### src/design/cbd_pkg.sv
// ----------------------------------------------------------------------------
// cbd_pkg - shared types and constants for the chunked body decoder
// Phase and status codes, framing characters, the result bundle and the
// hex digit decoder.
// ----------------------------------------------------------------------------
package cbd_pkg;

  // Most size characters one chunk header may carry
  localparam int unsigned MaxSizeDigits = 16;
  localparam int unsigned DigitCountW   = 5;
  localparam int unsigned SizeW         = 64;

  // Framing characters
  localparam logic [7:0] CharCr = 8'h0D;
  localparam logic [7:0] CharLf = 8'h0A;

  // Decoder phase
  typedef enum logic [2:0] {
    PH_SIZE   = 3'd0,
    PH_SIZELF = 3'd1,
    PH_DATA   = 3'd2,
    PH_TCR    = 3'd3,
    PH_TLF    = 3'd4,
    PH_DONE   = 3'd5,
    PH_ERR    = 3'd6
  } phase_t;

  // Result status codes
  typedef enum logic [3:0] {
    ST_FRAME   = 4'd0,
    ST_PAYLOAD = 4'd1,
    ST_DONE    = 4'd2,
    ST_AFTER   = 4'd3,
    ST_BADSIZE = 4'd4,
    ST_TOOLONG = 4'd5,
    ST_BADFRM  = 4'd6,
    ST_RESTART = 4'd7,
    ST_AFTERR  = 4'd8
  } status_t;

  // One result item
  typedef struct packed {
    status_t    status;
    logic [7:0] payload_byte;
  } result_t;

  // Hex digit decode: bit 4 flags a valid digit, bits 3:0 hold its value
  function automatic logic [4:0] hex_decode(input logic [7:0] c);
    logic [4:0] r;
    r = 5'd0;
    if (c >= 8'h30 && c <= 8'h39) begin
      r = {1'b1, c[3:0]};
    end else if ((c >= 8'h41 && c <= 8'h46) || (c >= 8'h61 && c <= 8'h66)) begin
      r = {1'b1, c[3:0] + 4'd9};
    end
    return r;
  endfunction

endpackage

### src/design/cbd_fsm.sv
// ----------------------------------------------------------------------------
// cbd_fsm - chunk framing state machine
// Holds the phase, size accumulator and payload down-counter, and works out
// the result of one body byte combinationally.
// ----------------------------------------------------------------------------
module cbd_fsm (
  input  logic             clk,
  input  logic             rst,
  input  logic             step,       // consume one transaction this cycle
  input  logic             action,     // 1 = restart
  input  logic [7:0]       data_byte,
  output cbd_pkg::result_t result
);

  cbd_pkg::phase_t phase, phase_next;
  logic [cbd_pkg::SizeW-1:0]       size_accum, size_accum_next;
  logic [cbd_pkg::DigitCountW-1:0] digit_count, digit_count_next;
  logic                            nonhex_seen, nonhex_seen_next;
  logic [cbd_pkg::SizeW-1:0]       bytes_left, bytes_left_next;

  logic [4:0]                hex;
  logic                      is_cr, is_lf, size_full, size_empty;
  logic [cbd_pkg::SizeW-1:0] left_after;

  // Byte classification and payload count-down
  always_comb begin
    hex        = cbd_pkg::hex_decode(data_byte);
    is_cr      = (data_byte == cbd_pkg::CharCr);
    is_lf      = (data_byte == cbd_pkg::CharLf);
    size_full  = (digit_count >= cbd_pkg::DigitCountW'(cbd_pkg::MaxSizeDigits));
    size_empty = (digit_count == '0) || nonhex_seen;
    left_after = (bytes_left != '0) ? bytes_left - 1'b1 : '0;
  end

  // Next phase
  always_comb begin
    phase_next = phase;
    if (action) begin
      phase_next = cbd_pkg::PH_SIZE;
    end else begin
      case (phase)
        cbd_pkg::PH_SIZE: begin
          if (is_cr) begin
            phase_next = size_empty ? cbd_pkg::PH_ERR : cbd_pkg::PH_SIZELF;
          end else if (size_full) begin
            phase_next = cbd_pkg::PH_ERR;
          end
        end
        cbd_pkg::PH_SIZELF: begin
          if (!is_lf) begin
            phase_next = cbd_pkg::PH_ERR;
          end else if (bytes_left == '0) begin
            phase_next = cbd_pkg::PH_DONE;
          end else begin
            phase_next = cbd_pkg::PH_DATA;
          end
        end
        cbd_pkg::PH_DATA: begin
          if (left_after == '0) begin
            phase_next = cbd_pkg::PH_TCR;
          end
        end
        cbd_pkg::PH_TCR: begin
          phase_next = is_cr ? cbd_pkg::PH_TLF : cbd_pkg::PH_ERR;
        end
        cbd_pkg::PH_TLF: begin
          phase_next = is_lf ? cbd_pkg::PH_SIZE : cbd_pkg::PH_ERR;
        end
        cbd_pkg::PH_DONE: begin
          phase_next = cbd_pkg::PH_DONE;
        end
        default: begin
          phase_next = cbd_pkg::PH_ERR;
        end
      endcase
    end
  end

  // Result and datapath updates
  always_comb begin
    result.status       = cbd_pkg::ST_FRAME;
    result.payload_byte = 8'd0;
    size_accum_next     = size_accum;
    digit_count_next    = digit_count;
    nonhex_seen_next    = nonhex_seen;
    bytes_left_next     = bytes_left;
    if (action) begin
      result.status    = cbd_pkg::ST_RESTART;
      size_accum_next  = '0;
      digit_count_next = '0;
      nonhex_seen_next = 1'b0;
      bytes_left_next  = '0;
    end else begin
      case (phase)
        cbd_pkg::PH_SIZE: begin
          if (is_cr) begin
            if (size_empty) begin
              result.status = cbd_pkg::ST_BADSIZE;
            end else begin
              bytes_left_next  = size_accum;
              size_accum_next  = '0;
              digit_count_next = '0;
              nonhex_seen_next = 1'b0;
            end
          end else if (size_full) begin
            result.status = cbd_pkg::ST_TOOLONG;
          end else begin
            digit_count_next = digit_count + 1'b1;
            if (!hex[4]) begin
              nonhex_seen_next = 1'b1;
            end else begin
              size_accum_next = {size_accum[cbd_pkg::SizeW-5:0], hex[3:0]};
            end
          end
        end
        cbd_pkg::PH_SIZELF: begin
          if (!is_lf) begin
            result.status = cbd_pkg::ST_BADFRM;
          end else if (bytes_left == '0) begin
            result.status = cbd_pkg::ST_DONE;
          end
        end
        cbd_pkg::PH_DATA: begin
          result.status       = cbd_pkg::ST_PAYLOAD;
          result.payload_byte = data_byte;
          bytes_left_next     = left_after;
        end
        cbd_pkg::PH_TCR: begin
          if (!is_cr) result.status = cbd_pkg::ST_BADFRM;
        end
        cbd_pkg::PH_TLF: begin
          if (!is_lf) result.status = cbd_pkg::ST_BADFRM;
        end
        cbd_pkg::PH_DONE: begin
          result.status = cbd_pkg::ST_AFTER;
        end
        default: begin
          result.status = cbd_pkg::ST_AFTERR;
        end
      endcase
    end
  end

  // State registers
  always_ff @(posedge clk) begin
    if (rst) begin
      phase       <= cbd_pkg::PH_SIZE;
      size_accum  <= '0;
      digit_count <= '0;
      nonhex_seen <= 1'b0;
      bytes_left  <= '0;
    end else if (step) begin
      phase       <= phase_next;
      size_accum  <= size_accum_next;
      digit_count <= digit_count_next;
      nonhex_seen <= nonhex_seen_next;
      bytes_left  <= bytes_left_next;
    end
  end

endmodule

### src/design/chunked_body_decoder_unit.sv
// ----------------------------------------------------------------------------
// chunked_body_decoder_unit - chunked HTTP body deframer
// Byte stream in, one status-tagged result per byte out.
// ----------------------------------------------------------------------------
// Takes one byte of a chunked body per cycle unless the result side stalls, and
// returns exactly one result transaction per input transaction, in order: a
// payload byte (status 1), a framing note, or an error/end code in tuser. A
// transaction with tuser set restarts the decoder for a new body. Throughput
// is one byte per clock with no bubbles while m_axis_tready holds; the path
// from input to result runs through the input register, then the result
// register. The state update in cbd_fsm handles the size digit shift and the
// 64-bit payload count-down in one step. Errors are sticky until a restart.
module chunked_body_decoder_unit (
  input  logic       clk,
  input  logic       rst,
  input  logic       s_axis_tvalid,
  output logic       s_axis_tready,
  input  logic [7:0] s_axis_tdata,   // [7:0] data_byte
  input  logic       s_axis_tuser,   // [0] action (1 = restart)
  output logic       m_axis_tvalid,
  input  logic       m_axis_tready,
  output logic [7:0] m_axis_tdata,   // [7:0] payload_byte
  output logic [3:0] m_axis_tuser    // [3:0] status
);

  logic             in_valid;
  logic             in_action;
  logic [7:0]       in_byte;
  logic             advance;
  cbd_pkg::result_t result;

  // Pipeline moves whenever the result register is free or being drained
  assign advance       = !m_axis_tvalid || m_axis_tready;
  assign s_axis_tready = !in_valid || advance;

  // Input register
  always_ff @(posedge clk) begin
    if (rst) begin
      in_valid <= 1'b0;
    end else if (s_axis_tready) begin
      in_valid <= s_axis_tvalid;
    end
  end

  always_ff @(posedge clk) begin
    if (s_axis_tready && s_axis_tvalid) begin
      in_action <= s_axis_tuser;
      in_byte   <= s_axis_tdata;
    end
  end

  // Framing state machine
  cbd_fsm u_fsm (
    .clk       (clk),
    .rst       (rst),
    .step      (in_valid && advance),
    .action    (in_action),
    .data_byte (in_byte),
    .result    (result)
  );

  // Result register
  always_ff @(posedge clk) begin
    if (rst) begin
      m_axis_tvalid <= 1'b0;
    end else if (advance) begin
      m_axis_tvalid <= in_valid;
    end
  end

  always_ff @(posedge clk) begin
    if (advance && in_valid) begin
      m_axis_tdata <= result.payload_byte;
      m_axis_tuser <= result.status;
    end
  end

endmodule

### config.mk
export PLATFORM = sky130hd
export DESIGN_NAME = chunked_body_decoder_unit
export DESIGN_NICKNAME = d
export VERILOG_FILES = /design/src/design/cbd_pkg.sv /design/src/design/cbd_fsm.sv /design/src/design/chunked_body_decoder_unit.sv
export SDC_FILE = /design/constraint.sdc
export NUM_CORES = 1
export LEC_CHECK = 0
export BUFFER_PORTS_ARGS = -buffer_cell sky130_fd_sc_hd__buf_2
export CORE_MARGIN = 5
export CORE_UTILIZATION = 40
export CTS_BUF_LIST = sky130_fd_sc_hd__clkbuf_4 sky130_fd_sc_hd__clkbuf_8
export DETAILED_ROUTE_END_ITERATION = 12
export PLACE_DENSITY_LB_ADDON = 0.25
export SYNTH_ARGS = -nofsm -noshare
export SYNTH_HDL_FRONTEND = slang
export SYNTH_SLANG_ARGS = --single-unit
### constraint.sdc
create_clock -name clk -period 3.72 [get_ports clk]
set_clock_uncertainty 0.2 [all_clocks]
set_input_delay 0.372 -clock clk [delete_from_list [all_inputs] [get_ports clk]]
set_output_delay 0.372 -clock clk [all_outputs]
set_load 0.05 [all_outputs]
* Yosys cells after proc, flatten, opt, wreduce, memory -nomap -nowiden
Cells that the tools add are included. Widths: inputs -> output; s select.
Operators by class: $add $sub $neg 3, $lt $le $gt $ge 7, eq/ne operators 14, muxes and demuxes 42, bitwise operators 1, reductions and logical operators 25
Operator list (count):
- $mux 64 | 10
- $logic_not 64->1 | 2
- $pmux 64 s2 | 1
- $reduce_bool 64->1 | 1
- $sub 64x1->64 const B | 1
- $mux 3 | 13
- $mux 5 | 7
- $pmux 4 s6 | 1
- $pmux 3 s6 | 1
- $eq 8x4->1 const B | 2
- $ge 8x7->1 const B | 2
- $le 8x7->1 const B | 2
- $reduce_and 5->1 | 2
- $ne 3x2->1 const B | 3
- $ne 3x3->1 const B | 3
- $ge 8x6->1 const B | 1
- $le 8x6->1 const B | 1
- $reduce_and 4->1 | 2
- $eq 3x2->1 const B | 2
- $eq 3x3->1 const B | 2
- $mux 1 | 6
- $reduce_bool 3->1 | 2
- $add 5x1->5 const B | 1
- $ge 5x5->1 const B | 1
- other kinds (14) | 23
Word-level totals: register bits 160, input port bits 13

* Logic depth before layout (Yosys ltp)
word-level depth 10, gate-level depth with buffers 13

* By module
A second synthesis with hierarchy kept.
Second synthesis, totals: cells, all modules 1033, area total of the unflattened synthesis 8353.0 um^2
Modules (own cells, without submodules):
- cbd_fsm | instances 1, cells an instance 1002, area an instance 7618.6 um^2
- chunked_body_decoder_unit | instances 1, cells an instance 31, area an instance 734.5 um^2

* Worst setup path before layout
OpenSTA, ideal clock, no wires.
kind reg2reg, from reg u_fsm.bytes_left[4] (netlist bit), to reg u_fsm.phase[0], arrival 3.388 ns, required time 3.453 ns, setup slack 0.066 ns, stages on the path, launching flop included 12, clock period less this slack 3.654 ns, cell sequence dfxtp_1 buf_6 or4_4 or4_4 or4_4 buf_6 nor4_1 xor2_1 nor4_1 and4_4 o21ai_2 a21oi_2
On the way: longest elaborated chain between the ends 5, elaborated cells on any way between the ends 11, classes of those cells 1 x add/sub; 1 x eq/ne; 5 x mux; 4 x reduce/logical
RTL lines:
- start, declared | RTL line cbd_fsm.sv:19 | logic [cbd_pkg::SizeW-1:0] bytes_left, bytes_left_next;
- start signal, assigned | RTL line cbd_fsm.sv:157 | bytes_left <= bytes_left_next;
- $sub 64x1->64, or another cell as far along | RTL line cbd_fsm.sv:32 | left_after = (bytes_left != '0) ? bytes_left - 1'b1 : '0;
- $mux 64 or $mux 3 (tied branches) | RTL line cbd_fsm.sv:32, cbd_fsm.sv:52
- $logic_not 64->1 or $mux 3 (tied branches) | RTL line cbd_fsm.sv:59, cbd_fsm.sv:50
- $ne 3x2->1 (no line) or $pmux 3 s6 (tied branches)
- $reduce_and 3->1 (no line) or $mux 3 (tied branches)
- end signal, assigned | RTL line cbd_fsm.sv:147 | phase <= cbd_pkg::PH_SIZE;
- end signal, assigned | RTL line cbd_fsm.sv:153 | phase <= phase_next;
- end, declared | RTL line cbd_fsm.sv:15 | cbd_pkg::phase_t phase, phase_next;
Parallel ways exist; a longest one is shown, timed or not. A chain may end at the register's enable or synchronous reset.

* Final worst setup path
Same ends and word-level chain as after synthesis.

==> results.cfg <==
[detailed_routing]
drc = 0
via_per_inst = 5.860
wl_um = 24230
num_vias = 7929
dr.pass1.iters = 5
wl_per_cell_um = 17.91
final_antenna_net_count = 0
drt_iter0_drc = 687

[setup_path]
worstReg2RegStart = u_fsm.bytes_left[4]
worstSetupPathType = flip-flop to flip-flop
cp-start-kind = flip-flop
crit_path_end_kind = flip-flop
cp-endpoint = u_fsm.phase[0]
slowest_stage = or4_4
cp_data_required_time_ns = 3.90
worst-path-max-fanout = 12
cp_common_cell = or4_4
cp_slowest_stage_delay_ns = 0.60
reg2regPathDepth = 9
crit_chain = or4_4, or4_4, or4_4, o41ai_4, nand4_1, nor4_2, and4_4, o21ai_2, a21oi_2
r2r_slack_ns = 0.13
critPathLaunch = u_fsm.bytes_left[4]
r2r-end = u_fsm.phase[0]
worstPathArrival_ns = 3.76

[placement]
place_hpwl_um = 16560
place_area_sq_um = 9054
pre_cts_ws_ns = 0.05077
portBuffers = 26
place_congestion = 0.8679
dp.cells = 1311

[sta]
slew_viol_final = 0
hold_ws_ns = 0.02679
max_freq_ghz = 0.2789
final.setup.worst_slack_ns = 0.1340
relSlewSlack = 0.3816
min_period_over_period = 0.9640
rsz0062_at_grt = no
period_minus_slack_ns = 3.586
final-hold-violation-count = 0
fin_tns_setup_ns = 0
worst_pin_slew_ns = 0.9233
setup_viol = 0

[synthesis]
synth_top_area_share = 0.3287
async_reset_ff_frac = 0
ys_seq_elements = 160
synth_area_sq_um = 8466
yosysUniqueCellTypes = 59
synthTopCellsByArea = dfxtp_1, a22oi_1, nor2_1
ys.flop_type = dfxtp_1
syn_nets = 1071
ys_warn_count = 0
post_synth.cell_area_avg_sq_um = 8.062
yosysSeqAreaShare = 0.4032
yosys.area.top_type = dfxtp_1
synthCells = 1050
synth_edf_count = 21

[clock_network]
cts_sinks = 160
numCtsBuffers = 17
h-tree-depth = 4
worst_skew_pair.late_latency_ns = 0.46
root_buffer = clkbuf_8
clk_path_buf_depth = 2
clk_pin_slew_ns = 0.08
cts_tree = built

[final_layout]
synthToLayoutAreaGrowth_pct = 13.30
drive_gt1_frac = 0.1252
layout.cells.non_filler = 1353
fin_nets = 1087
diodes = 0
fill_cells = 2139
final_core_util = 0.4577
final_cell_area_sq_um = 9592

[floorplanning]
pin_count = 27
num_rows = 53
core-area_sq_um = 20960
die-height_um = 155.5
dieWidth_um = 155.5
initial_core_util = 0.4040
fp.dieArea_sq_um = 24170

[hold_path]
hp-class = primary input to flip-flop

[power_and_ir_drop]
power_density_nw_per_um2 = 345.6
leakage_nw = 3.629
power.total_mw = 3.315
ir_drop_uv = 174.5

[global_route]
grt-ovfl-total = 0
grt_first_pass_wirelength_um = 39570
antenna_found_initial = 0
grt_pass1_vias = 7397
grt_use_total = 0.2019
grt_max_degree = 81

[flow_run]
drv_cap = 0

[run_status]
status = finished clean
power by group:
part	total (mW)	internal, mW	switching, mW
registers	1.78	1.76	0.0153
clock network	1.34	0.698	0.645
logic	0.192	0.0507	0.142
how the worst min path moves through the flow:
stage | end | from | slack (ns) | depth (start not counted)
after global routing | m_axis_tvalid | m_axis_tready | 0.03 | 4
after global placement | u_fsm.nonhex_seen | u_fsm.nonhex_seen | 0.25 | 2
final | m_axis_tvalid | m_axis_tready | 0.03 | 4
after floorplan | u_fsm.nonhex_seen | u_fsm.nonhex_seen | 0.23 | 2
after detailed placement | u_fsm.nonhex_seen | u_fsm.nonhex_seen | 0.27 | 2
after CTS | m_axis_tvalid | m_axis_tready | 0.001 | 4
registers in the layout (all words and copies together), names as in the netlist:
register,flops
u_fsm.size_accum,64
u_fsm.phase,3
u_fsm.nonhex_seen,1
u_fsm.bytes_left,64
m_axis_tuser,4
in_action,1
m_axis_tdata,8
in_valid,1
in_byte,8
m_axis_tvalid,1
u_fsm.digit_count,5
routing by layer:
metal / global-route usage / wire [um]
met3: 0.03449 / 1173
met5: 0 / 0
met2: 0.3126 / 11010
met4: 0.06044 / 462
met1: 0.2887 / 11580
layout by cell type, fill, tap and decap left out, types with 8 or more instances in the layout:
cell / instances
nand2_1: 66
buf_4: 49
nand3_1: 11
o31ai_1: 21
edfxtp_1: 21
nor4b_1: 10
buf_2: 25
o21ai_0: 29
inv_1: 11
clkbuf_8: 18
or3_1: 13
ha_1: 8
a22oi_1: 103
dfxtp_1: 139
nor4_1: 36
nor2_1: 185
nor3_1: 70
nand4_1: 16
xor2_1: 20
a21oi_1: 58
and2_1: 8
xnor2_1: 38
a22o_1: 8
dlygate4sd3_1: 10
worst max-delay path: cells and delay by family (launching register included):
kind / cells / cell delay [ns]
and+or+nand+nor: 6 / 2.47
AOI/OAI and AO/OA: 3 / 0.53
DFF: 1 / 0.32
Yosys cell counts, types with 5 or more instances:
master and count:
nor2_1 187, dfxtp_1 139, a22oi_1 103, clkbuf_1 80, nor3_1 70, nand2_1 67
a21oi_1 58, nor4_1 39, xnor2_1 38, o21ai_0 29, edfxtp_1 21, o31ai_1 21
xor2_1 20, nand4_1 16, or3_1 13, inv_1 11, nand3_1 11, nor4b_1 10
a22o_1 8, and2_1 8, ha_1 8, nand2b_1 6, nor3b_1 6, or2_2 6
buf_1 5
repair_timing:
item                                    4_1_cts  5_1_grt
hold buffers                                 10        0
endpoints found under the setup margin        0        4
gates resized for setup                       0        4
setup buffers                                 0        1
hold endpoints to repair                     10        0
final cells by class:
class / count / area (sq um) / area share
Clock buffer: 21 / 270.3 / 0.02818
Multi-Input combinational cell: 787 / 4692 / 0.4892
Tap cell: 275 / 344.1 / 0.03587
Inverter: 11 / 41.29 / 0.004305
Sequential cell: 160 / 3413 / 0.3559
Clock inverter: 10 / 137.6 / 0.01435
Timing Repair Buffer: 89 / 693.2 / 0.07227
logic make-up (layout without fill, tap and decap cells):
| family | count (synthesis) | in the layout | synth area share |
|---|---|---|---|
| AO/OA/AOI/OAI | 253 | 253 | 0.2037 |
| adder cells (fa/ha/maj) | 8 | 8 | 0.01182 |
| XOR/XNOR | 58 | 58 | 0.06001 |
| buffers and inverters | 103 | 131 | 0.04922 |
| flip-flops | 160 | 160 | 0.4032 |
| multiplexers | 2 | 2 | 0.002365 |
| AND/OR/NAND/NOR | 466 | 466 | 0.2697 |
(Power assumes the default switching activity.)
